--- src/sv/rtc_pkg.sv ---
// Shared types, constants and helper functions of the radix text converter.
// Depends on nothing; every other file of the block imports it.
package rtc_pkg;

   localparam int VALUE_WIDTH = 32;

   // Number of digits of the widest value in each output radix.
   localparam int DIGITS_2  = VALUE_WIDTH;
   localparam int DIGITS_8  = (VALUE_WIDTH + 2) / 3;
   localparam int DIGITS_16 = (VALUE_WIDTH + 3) / 4;
   localparam int DIGITS_10 = (VALUE_WIDTH * 30103) / 100000 + 1;

   // The digit buffer holds the BCD digits and any power-of-two digit string.
   localparam int BUF_W   = 4 * DIGITS_10;
   localparam int SHIFT_2  = BUF_W - VALUE_WIDTH;
   localparam int SHIFT_8  = BUF_W - 3 * DIGITS_8;
   localparam int SHIFT_16 = BUF_W - 4 * DIGITS_16;
   localparam int CNT_W    = $clog2(VALUE_WIDTH + 1);
   localparam int PROD_W   = VALUE_WIDTH + 5;

   localparam int QUEUE_DEPTH = 2;
   localparam int QPTR_W      = $clog2(QUEUE_DEPTH);
   localparam int QCNT_W      = $clog2(QUEUE_DEPTH + 1);

   localparam logic [7:0] CHAR_ZERO  = 8'h30;
   localparam logic [7:0] CHAR_NINE  = 8'h39;
   localparam logic [7:0] CHAR_UPPER_A = 8'h41;
   localparam logic [7:0] CHAR_UPPER_F = 8'h46;
   localparam logic [7:0] CHAR_LOWER_A = 8'h61;
   localparam logic [7:0] CHAR_LOWER_F = 8'h66;
   localparam logic [4:0] NO_DIGIT   = 5'd16;

   typedef enum logic [1:0] {
      BASE_2  = 2'd0,
      BASE_8  = 2'd1,
      BASE_10 = 2'd2,
      BASE_16 = 2'd3
   } base_type;

   typedef enum logic [1:0] {
      ST_OK       = 2'd0,
      ST_INVALID  = 2'd1,
      ST_OVERFLOW = 2'd2
   } status_type;

   typedef struct packed {
      logic [VALUE_WIDTH-1:0] value;
      base_type               dest;
      status_type             err;
   } job_type;

   function automatic logic [4:0] char_value(input logic [7:0] c);
      logic [4:0] d;
      d = NO_DIGIT;
      if (c >= CHAR_ZERO && c <= CHAR_NINE) begin
         d = 5'(c - CHAR_ZERO);
      end else if (c >= CHAR_UPPER_A && c <= CHAR_UPPER_F) begin
         d = 5'(c - CHAR_UPPER_A) + 5'd10;
      end else if (c >= CHAR_LOWER_A && c <= CHAR_LOWER_F) begin
         d = 5'(c - CHAR_LOWER_A) + 5'd10;
      end
      return d;
   endfunction

   function automatic logic [4:0] radix_value(input base_type b);
      logic [4:0] r;
      unique case (b)
         BASE_2:  r = 5'd2;
         BASE_8:  r = 5'd8;
         BASE_10: r = 5'd10;
         BASE_16: r = 5'd16;
      endcase
      return r;
   endfunction

   function automatic logic [7:0] digit_to_ascii(input logic [3:0] d);
      logic [7:0] c;
      if (d < 4'd10) begin
         c = CHAR_ZERO + 8'(d);
      end else begin
         c = CHAR_UPPER_A + 8'(d) - 8'd10;
      end
      return c;
   endfunction

endpackage

--- src/sv/radix_text_converter.sv ---
// Top level of the radix text converter: front end, job queue and back end.
// Depends on rtc_pkg, rtc_front, rtc_job_queue and rtc_back.
//
// Usage. Characters of a number are pushed on the req_ channel, most significant
// first, one transaction per character; req_last_char marks the final one, and
// req_dest_base is taken from that transaction. Each character is checked and
// folded into the value in the cycle it is accepted, so the request side takes
// one character per cycle while the job queue has room. A finished number moves
// through a two-entry queue to the back end, which prints it.
// Results leave on the rsp_ channel as a queue: one transaction per digit, most
// significant first, rsp_last_out on the final digit; an invalid digit or an
// overflow gives one transaction with the status and a zero character instead.
// A finished number is written into the queue; the back end takes it while
// idle, passes each suppressed leading zero in its skip state and registers
// digits from its emit state, or registers a status from its error state;
// for radix 10 a binary to BCD pass over every value bit comes first. Digits
// leave one per cycle while the receiver pops each one. The back end handles
// one number at a time. When the receiver stalls, the output register holds
// its result, the back end waits and the queue fills, after which req_full
// rises. Reset empties the queue and the output register and clears the value.
module radix_text_converter (
   input  logic       clock,
   input  logic       reset,
   input  logic       req_push,
   output logic       req_full,
   input  logic [7:0] req_digit_char,
   input  logic [1:0] req_source_base,
   input  logic [1:0] req_dest_base,
   input  logic       req_last_char,
   output logic       rsp_empty,
   input  logic       rsp_pop,
   output logic [7:0] rsp_out_char,
   output logic [1:0] rsp_status,
   output logic       rsp_last_out
);
   import rtc_pkg::*;

   logic    job_push;
   job_type job_in;
   logic    job_full;
   logic    job_pop;
   logic    job_valid;
   job_type job_head;

   rtc_front u_front (
      .clock           (clock),
      .reset           (reset),
      .req_push        (req_push),
      .req_full        (req_full),
      .req_digit_char  (req_digit_char),
      .req_source_base (req_source_base),
      .req_dest_base   (req_dest_base),
      .req_last_char   (req_last_char),
      .job_push        (job_push),
      .job_data        (job_in),
      .job_full        (job_full)
   );

   rtc_job_queue u_queue (
      .clock     (clock),
      .reset     (reset),
      .push      (job_push),
      .push_data (job_in),
      .full      (job_full),
      .pop       (job_pop),
      .valid     (job_valid),
      .head      (job_head)
   );

   rtc_back u_back (
      .clock        (clock),
      .reset        (reset),
      .job_valid    (job_valid),
      .job_head     (job_head),
      .job_pop      (job_pop),
      .rsp_empty    (rsp_empty),
      .rsp_pop      (rsp_pop),
      .rsp_out_char (rsp_out_char),
      .rsp_status   (rsp_status),
      .rsp_last_out (rsp_last_out)
   );

endmodule

--- src/sv/rtc_front.sv ---
// Front end: validates each character and accumulates the value of the number.
// Hands a finished number to the job queue. Depends on rtc_pkg.
module rtc_front (
   input  logic                 clock,
   input  logic                 reset,
   input  logic                 req_push,
   output logic                 req_full,
   input  logic [7:0]           req_digit_char,
   input  logic [1:0]           req_source_base,
   input  logic [1:0]           req_dest_base,
   input  logic                 req_last_char,
   output logic                 job_push,
   output rtc_pkg::job_type     job_data,
   input  logic                 job_full
);
   import rtc_pkg::*;

   logic [VALUE_WIDTH-1:0] value_ff;
   logic [VALUE_WIDTH-1:0] value_in;
   status_type             err_ff;
   status_type             err_in;
   logic [4:0]             digit;
   logic [4:0]             radix;
   logic [PROD_W-1:0]      wide;
   logic [PROD_W-1:0]      prod;
   logic                   accept;

   assign req_full = job_full;
   assign accept   = req_push && !req_full;
   assign digit    = char_value(req_digit_char);
   assign radix    = radix_value(base_type'(req_source_base));
   assign wide     = PROD_W'(value_ff);

   always_comb begin
      unique case (base_type'(req_source_base))
         BASE_2:  prod = (wide << 1) + PROD_W'(digit);
         BASE_8:  prod = (wide << 3) + PROD_W'(digit);
         BASE_10: prod = (wide << 3) + (wide << 1) + PROD_W'(digit);
         BASE_16: prod = (wide << 4) + PROD_W'(digit);
      endcase
   end

   always_comb begin
      value_in = value_ff;
      err_in   = err_ff;
      if (err_ff == ST_OK) begin
         if (digit >= radix) begin
            err_in = ST_INVALID;
         end else if (prod[PROD_W-1:VALUE_WIDTH] != '0) begin
            err_in = ST_OVERFLOW;
         end else begin
            value_in = prod[VALUE_WIDTH-1:0];
         end
      end
   end

   assign job_push       = accept && req_last_char;
   assign job_data.value = value_in;
   assign job_data.dest  = base_type'(req_dest_base);
   assign job_data.err   = err_in;

   always_ff @(posedge clock) begin
      if (reset) begin
         value_ff <= '0;
         err_ff   <= ST_OK;
      end else if (accept) begin
         if (req_last_char) begin
            value_ff <= '0;
            err_ff   <= ST_OK;
         end else begin
            value_ff <= value_in;
            err_ff   <= err_in;
         end
      end
   end

   assert property (@(posedge clock) disable iff (reset)
      (err_ff != ST_OK && accept && !req_last_char) |=> (err_ff == $past(err_ff)))
      else $error("A recorded error was overwritten within a number.");

   assert property (@(posedge clock) disable iff (reset)
      (err_ff != ST_OK && accept && !req_last_char) |=> $stable(value_ff))
      else $error("The accumulator moved after an error.");

   assert property (@(posedge clock) disable iff (reset)
      (accept && req_last_char) |=> (value_ff == '0 && err_ff == ST_OK))
      else $error("State not cleared after the last character.");

endmodule

--- src/sv/rtc_job_queue.sv ---
// Short queue of finished numbers between the front end and the digit emitter.
// Depends on rtc_pkg.
module rtc_job_queue (
   input  logic             clock,
   input  logic             reset,
   input  logic             push,
   input  rtc_pkg::job_type push_data,
   output logic             full,
   input  logic             pop,
   output logic             valid,
   output rtc_pkg::job_type head
);
   import rtc_pkg::*;

   job_type           entry_ff [QUEUE_DEPTH];
   logic [QPTR_W-1:0] wr_ptr_ff;
   logic [QPTR_W-1:0] rd_ptr_ff;
   logic [QCNT_W-1:0] count_ff;
   logic              do_push;
   logic              do_pop;

   assign full    = (count_ff == QCNT_W'(QUEUE_DEPTH));
   assign valid   = (count_ff != '0);
   assign head    = entry_ff[rd_ptr_ff];
   assign do_push = push && !full;
   assign do_pop  = pop && valid;

   always_ff @(posedge clock) begin
      if (do_push) begin
         entry_ff[wr_ptr_ff] <= push_data;
      end
   end

   always_ff @(posedge clock) begin
      if (reset) begin
         wr_ptr_ff <= '0;
         rd_ptr_ff <= '0;
         count_ff  <= '0;
      end else begin
         if (do_push) begin
            wr_ptr_ff <= wr_ptr_ff + 1'b1;
         end
         if (do_pop) begin
            rd_ptr_ff <= rd_ptr_ff + 1'b1;
         end
         if (do_push && !do_pop) begin
            count_ff <= count_ff + 1'b1;
         end else if (do_pop && !do_push) begin
            count_ff <= count_ff - 1'b1;
         end
      end
   end

   assert property (@(posedge clock) disable iff (reset)
      count_ff <= QCNT_W'(QUEUE_DEPTH))
      else $error("Job queue count beyond its depth.");

   assert property (@(posedge clock) disable iff (reset)
      (do_push && !do_pop) |=> (count_ff == $past(count_ff) + 1'b1))
      else $error("Job queue lost a transaction on push.");

endmodule

--- src/sv/rtc_back.sv ---
// Back end: converts a queued number to ASCII digits, most significant first,
// and holds each result in an output register. Depends on rtc_pkg.
module rtc_back (
   input  logic             clock,
   input  logic             reset,
   input  logic             job_valid,
   input  rtc_pkg::job_type job_head,
   output logic             job_pop,
   output logic             rsp_empty,
   input  logic             rsp_pop,
   output logic [7:0]       rsp_out_char,
   output logic [1:0]       rsp_status,
   output logic             rsp_last_out
);
   import rtc_pkg::*;

   typedef enum logic [2:0] {
      S_IDLE,
      S_DABBLE,
      S_SKIP,
      S_EMIT,
      S_ERROR
   } state_type;

   state_type              state_ff;
   base_type               dest_ff;
   status_type             err_ff;
   logic [BUF_W-1:0]       buf_ff;
   logic [VALUE_WIDTH-1:0] bin_ff;
   logic [CNT_W-1:0]       cnt_ff;
   logic                   out_valid_ff;
   logic [7:0]             out_char_ff;
   status_type             out_status_ff;
   logic                   out_last_ff;

   logic [3:0]             top_digit;
   logic [BUF_W-1:0]       shift_in;
   logic [BUF_W-1:0]       adjust;
   logic [BUF_W-1:0]       dabble_in;
   logic [BUF_W-1:0]       load_value;
   logic                   can_emit;
   logic                   emit_now;

   assign can_emit   = !out_valid_ff || rsp_pop;
   assign emit_now   = can_emit && (state_ff == S_EMIT || state_ff == S_ERROR);
   assign job_pop    = (state_ff == S_IDLE) && job_valid;
   assign load_value = BUF_W'(job_head.value);

   always_comb begin
      unique case (dest_ff)
         BASE_2: begin
            top_digit = {3'b000, buf_ff[BUF_W-1]};
            shift_in  = buf_ff << 1;
         end
         BASE_8: begin
            top_digit = {1'b0, buf_ff[BUF_W-1 -: 3]};
            shift_in  = buf_ff << 3;
         end
         BASE_10, BASE_16: begin
            top_digit = buf_ff[BUF_W-1 -: 4];
            shift_in  = buf_ff << 4;
         end
      endcase
   end

   always_comb begin
      for (int i = 0; i < DIGITS_10; i++) begin
         if (buf_ff[4*i +: 4] >= 4'd5) begin
            adjust[4*i +: 4] = buf_ff[4*i +: 4] + 4'd3;
         end else begin
            adjust[4*i +: 4] = buf_ff[4*i +: 4];
         end
      end
      dabble_in = {adjust[BUF_W-2:0], bin_ff[VALUE_WIDTH-1]};
   end

   always_ff @(posedge clock) begin
      if (reset) begin
         state_ff     <= S_IDLE;
         out_valid_ff <= 1'b0;
      end else begin
         out_valid_ff <= emit_now || (out_valid_ff && !rsp_pop);
         unique case (state_ff)
            S_IDLE: begin
               if (job_valid) begin
                  dest_ff <= job_head.dest;
                  err_ff  <= job_head.err;
                  if (job_head.err != ST_OK) begin
                     state_ff <= S_ERROR;
                  end else begin
                     unique case (job_head.dest)
                        BASE_2: begin
                           buf_ff   <= load_value << SHIFT_2;
                           cnt_ff   <= CNT_W'(DIGITS_2);
                           state_ff <= S_SKIP;
                        end
                        BASE_8: begin
                           buf_ff   <= load_value << SHIFT_8;
                           cnt_ff   <= CNT_W'(DIGITS_8);
                           state_ff <= S_SKIP;
                        end
                        BASE_16: begin
                           buf_ff   <= load_value << SHIFT_16;
                           cnt_ff   <= CNT_W'(DIGITS_16);
                           state_ff <= S_SKIP;
                        end
                        BASE_10: begin
                           buf_ff   <= '0;
                           bin_ff   <= job_head.value;
                           cnt_ff   <= CNT_W'(VALUE_WIDTH);
                           state_ff <= S_DABBLE;
                        end
                     endcase
                  end
               end
            end
            S_DABBLE: begin
               buf_ff <= dabble_in;
               bin_ff <= bin_ff << 1;
               if (cnt_ff == CNT_W'(1)) begin
                  cnt_ff   <= CNT_W'(DIGITS_10);
                  state_ff <= S_SKIP;
               end else begin
                  cnt_ff <= cnt_ff - 1'b1;
               end
            end
            S_SKIP: begin
               if (cnt_ff > CNT_W'(1) && top_digit == 4'd0) begin
                  buf_ff <= shift_in;
                  cnt_ff <= cnt_ff - 1'b1;
               end else begin
                  state_ff <= S_EMIT;
               end
            end
            S_EMIT: begin
               if (can_emit) begin
                  out_char_ff   <= digit_to_ascii(top_digit);
                  out_status_ff <= ST_OK;
                  out_last_ff   <= (cnt_ff == CNT_W'(1));
                  buf_ff        <= shift_in;
                  cnt_ff        <= cnt_ff - 1'b1;
                  if (cnt_ff == CNT_W'(1)) begin
                     state_ff <= S_IDLE;
                  end
               end
            end
            S_ERROR: begin
               if (can_emit) begin
                  out_char_ff   <= 8'd0;
                  out_status_ff <= err_ff;
                  out_last_ff   <= 1'b1;
                  state_ff      <= S_IDLE;
               end
            end
            default: begin
               state_ff <= S_IDLE;
            end
         endcase
      end
   end

   assign rsp_empty    = !out_valid_ff;
   assign rsp_out_char = out_char_ff;
   assign rsp_status   = out_status_ff;
   assign rsp_last_out = out_last_ff;

   assert property (@(posedge clock) disable iff (reset)
      (out_valid_ff && out_status_ff != ST_OK) |-> (out_last_ff && out_char_ff == 8'd0))
      else $error("An error transaction must be a single zero character.");

   assert property (@(posedge clock) disable iff (reset)
      (state_ff == S_EMIT || state_ff == S_SKIP) |-> (cnt_ff != '0))
      else $error("Digit count ran out while emitting.");

   assert property (@(posedge clock) disable iff (reset)
      (state_ff == S_DABBLE) |-> (dest_ff == BASE_10))
      else $error("Binary to BCD pass entered for a non-decimal radix.");

endmodule
--- config.mk ---
export PLATFORM = sky130hd
export DESIGN_NAME = radix_text_converter
export DESIGN_NICKNAME = d
export VERILOG_FILES = /design/src/sv/rtc_pkg.sv /design/src/sv/radix_text_converter.sv /design/src/sv/rtc_front.sv /design/src/sv/rtc_job_queue.sv /design/src/sv/rtc_back.sv
export SDC_FILE = /design/constraint.sdc
export NUM_CORES = 1
export LEC_CHECK = 0
export BUFFER_PORTS_ARGS = -buffer_cell sky130_fd_sc_hd__buf_4
export CAP_MARGIN = 10
export CORE_UTILIZATION = 55
export CTS_BUF_LIST = sky130_fd_sc_hd__clkbuf_2 sky130_fd_sc_hd__clkbuf_4 sky130_fd_sc_hd__clkbuf_8
export DETAILED_ROUTE_END_ITERATION = 10
export GPL_TIMING_DRIVEN = 0
export HOLD_SLACK_MARGIN = 0.03
export PLACE_DENSITY = 0.69
export SLEW_MARGIN = 40
export SYNTH_ARGS = -nofsm -noshare
export SYNTH_HDL_FRONTEND = slang
export SYNTH_HIERARCHICAL = 1
export SYNTH_SLANG_ARGS = --single-unit
--- constraint.sdc ---
create_clock -name clock -period 14.12 [get_ports clock]
set_input_delay 0 -clock clock [delete_from_list [all_inputs] [get_ports clock]]
set_output_delay 0 -clock clock [all_outputs]
set_load 0.005 [all_outputs]
==> impl_metrics.csv <==
group,metric,value,unit
outcome,outcome,"finished, final reports clean",
cells_and_area,area_growth,9.37,%
clocking,root_buffer,"clkbuf_8",
logic_synthesis,yosysSeqAreaShare,35.0,%
clocking,clockBufferDepth,3,
cells_and_area,layout_commonest_cell,"nand2_1",
place,port-buffer-count,26,
floorplan,die_x,175,um
sta,period_minus_slack,5.41,ns
sta,final-hold-violation-count,0,
sta,timing.final.crit_share,38.3,%
cells_and_area,final_cell_area,18100,um^2
clocking,holdBufCountCts,5,
critical_path,crit_type,"in2reg",
critical_path,startpoint_type,"input port",
pwr,p_per_area,130,nW/um^2
place,dp_slack,8.21,ns
run,max_cap_violations,0,
critical_path,critPathLaunch,"req_digit_char[0]",
min_path,hp-class,"in2reg",
clocking,cts_sinks,207,
detailed_routing,vias_per_cell,6.35,
logic_synthesis,synth_top_area_share,29.8,%
critical_path,ff2ff_path_depth,17,
cells_and_area,n_antenna_cell,0,
min_path,hold_start,"req_push",
logic_synthesis,ys_types,95,
floorplan,core-area,29600,um^2
sta,fin_tns_setup,0,ns
min_path,min_path_cells,4,
clocking,cts_tree,"built",
pwr,leakage,6.88,nW
sta,rsz0062_at_grt,"false",
sta,slew_viol_final,0,
clocking,post-cts-setup-buffer-count,0,
grt,grt_pass1_vias,14300,
clocking,clkTransAtPathRegs,0.07,ns
logic_synthesis,syn_area,16500,um^2
place,gp_congestion,1.01,
floorplan,die_height,175,um
pwr,ir_drop,0.0781,mV
sta,worst_pin_slew,0.937,ns
grt,grt_max_degree,37,
critical_path,cp-end-kind,"flip-flop",
clocking,h-tree-depth,1,
logic_synthesis,synthCells,1849,
sta,fin_ws,8.71,ns
grt,track_usage,33.8,%
logic_synthesis,syn_avg_cell_area,8.94,um^2
detailed_routing,postRouteAntennaNets,0,
detailed_routing,drt_iter0_drc,1755,
grt,grt_pass1_wl,81200,um
detailed_routing,drc,0,
sta,finalClockSkew,0.0222,ns
clocking,post_cts_resized,0,
detailed_routing,drt_first_pass_iters,8,
floorplan,die_area,30800,um^2
sta,slew_headroom,37.5,%
grt,antenna_found_initial,0,
cells_and_area,fin_nets,2057,
logic_synthesis,yosys-top-cells-area,"edfxtp_1 (30%), ha_1 (8.1%), nand2_1 (6.2%), dfxtp_1 (5.2%), xnor2_1 (3.9%)",
clocking,clock_latency,0.57,ns
place,hpwl,40500,um
detailed_routing,vias,14900,
place,post_dp_cell_area,17400,um^2
sta,setup_viol,0,
floorplan,initial_core_util,55.8,%
cells_and_area,layout_common_cells,"nand2_1 (275), edfxtp_1 (164), a21oi_1 (112)",
grt,grt_overflow,0,
logic_synthesis,async_flop_share,0,%
logic_synthesis,synth_nets,1978,
critical_path,crit_path_max_fanout,10,
critical_path,cp.required,14.43,ns
sta,fmax,185,MHz
floorplan,io_pins,30,
critical_path,worstReg2RegStart,"u_front/value_ff[3]",
logic_synthesis,synth_area_leader_cell,"edfxtp_1",
logic_synthesis,ys_seq_elements,207,
logic_synthesis,ys_warn_count,6,
floorplan,std_cell_rows,63,
detailed_routing,drt_wl_total,52300,um
cells_and_area,drive_gt1_share,13.4,%
logic_synthesis,synth_edf_count,164,
critical_path,critPathArrivalTime,5.71,ns
clocking,cts_buffers,31,
pwr,total_power,2.36,mW
detailed_routing,wire_per_inst,22.3,um
logic_synthesis,ys.flop_type,"edfxtp_1",
-- routing by layer --
layer	global-route usage [%]	routed length (um)
met1	42.6	21300
met2	56.3	24600
met3	2.86	3030
met4	21.1	3380
met5	0	0
-- flip-flops by register name (all words and copies together) (netlist names), 3 cells and up, named ones only --
register             cells
u_back/state_ff          3
u_front/value_ff        32
u_queue/entry_ff        72
u_back/rsp_out_char      7
u_back/buf_ff           40
u_back/bin_ff           32
u_back/cnt_ff            6
-- worst max-delay path: stages --
cell,delay (ns)
buf_4,0.14
inv_1,0.08
ha_1,0.16
o21bai_1,0.11
a2111oi_2,0.60
nor2_1,0.11
o22a_1,0.30
fa_1,0.56
inv_1,0.07
fa_1,0.41
nand2b_1,0.21
a21oi_2,0.31
o21ai_1,0.21
o21ai_1,0.39
nor4_1,0.13
or3_1,0.42
a2111oi_4,0.46
o21ai_2,0.23
buf_2,0.27
buf_2,0.24
a22o_1,0.29
-- layout make-up --
type | instances | area (um^2)
inverter | 63 | 236
buffer | 135 | 667
fill | 2658 | 11600
multi-input combinational | 1444 | 9870
tap | 390 | 488
clock inverter | 6 | 32.5
sequential | 207 | 5790
clock buffer | 51 | 633
timing repair buffer | 46 | 367
-- cells in the mapped netlist, types with 24 or more instances --
master / number
nand3_1: 46
xor2_1: 47
nand3b_1: 24
clkbuf_1: 60
nand2_1: 275
nand2b_1: 33
ha_1: 107
xnor2_1: 74
a222oi_1: 26
nor3_1: 34
o211ai_1: 43
mux2i_1: 30
nand4_1: 34
edfxtp_1: 164
a21oi_1: 112
or3_1: 24
a31oi_1: 35
inv_1: 63
dfxtp_1: 43
o21ai_0: 72
nor2_1: 109
buf_2: 50
mux2_2: 54
-- stage by stage --
step	std cells	util, %	hold WS [ns]
after global placement	2265	58.1	0.186
after CTS	2342	61.0	0.0433
after detailed placement	2280	58.6	0.192
after floorplan	1849	-	0.0691
final	2342	61.0	0.0783
after global routing	2342	61.0	0.108
-- cells by family (layout without fill, tap and decap cells) --
kind of cell	count (synthesis)	count (layout)	synth area share, %
xor gates and xnor gates	121	121	6.41
muxes	84	84	5.49
AOI/OAI and AO/OA	457	457	19.1
adders and majority gates	112	112	8.70
and+or+nand+nor	669	669	19.8
buffers and inverters	198	301	5.46
other	1	1	0.0227
DFF	207	207	35.0
-- report_power, final --
group | leakage, nW | switching (mW) | internal (mW) | total, mW
clock network | 0.360 | 0.227 | 0.282 | 0.510
logic | 4.67 | 0.592 | 0.367 | 0.959
registers | 1.85 | 0.0737 | 0.816 | 0.890
-- final timing paths --
path	to	slack, ns
max	u_queue/entry_ff[1][32]	8.71
min	u_front/value_ff[31]	0.08
max reg2reg	u_front/value_ff[29]	8.88
min reg2reg	u_queue/wr_ptr_ff	0.50
(Power assumes the default switching activity.)
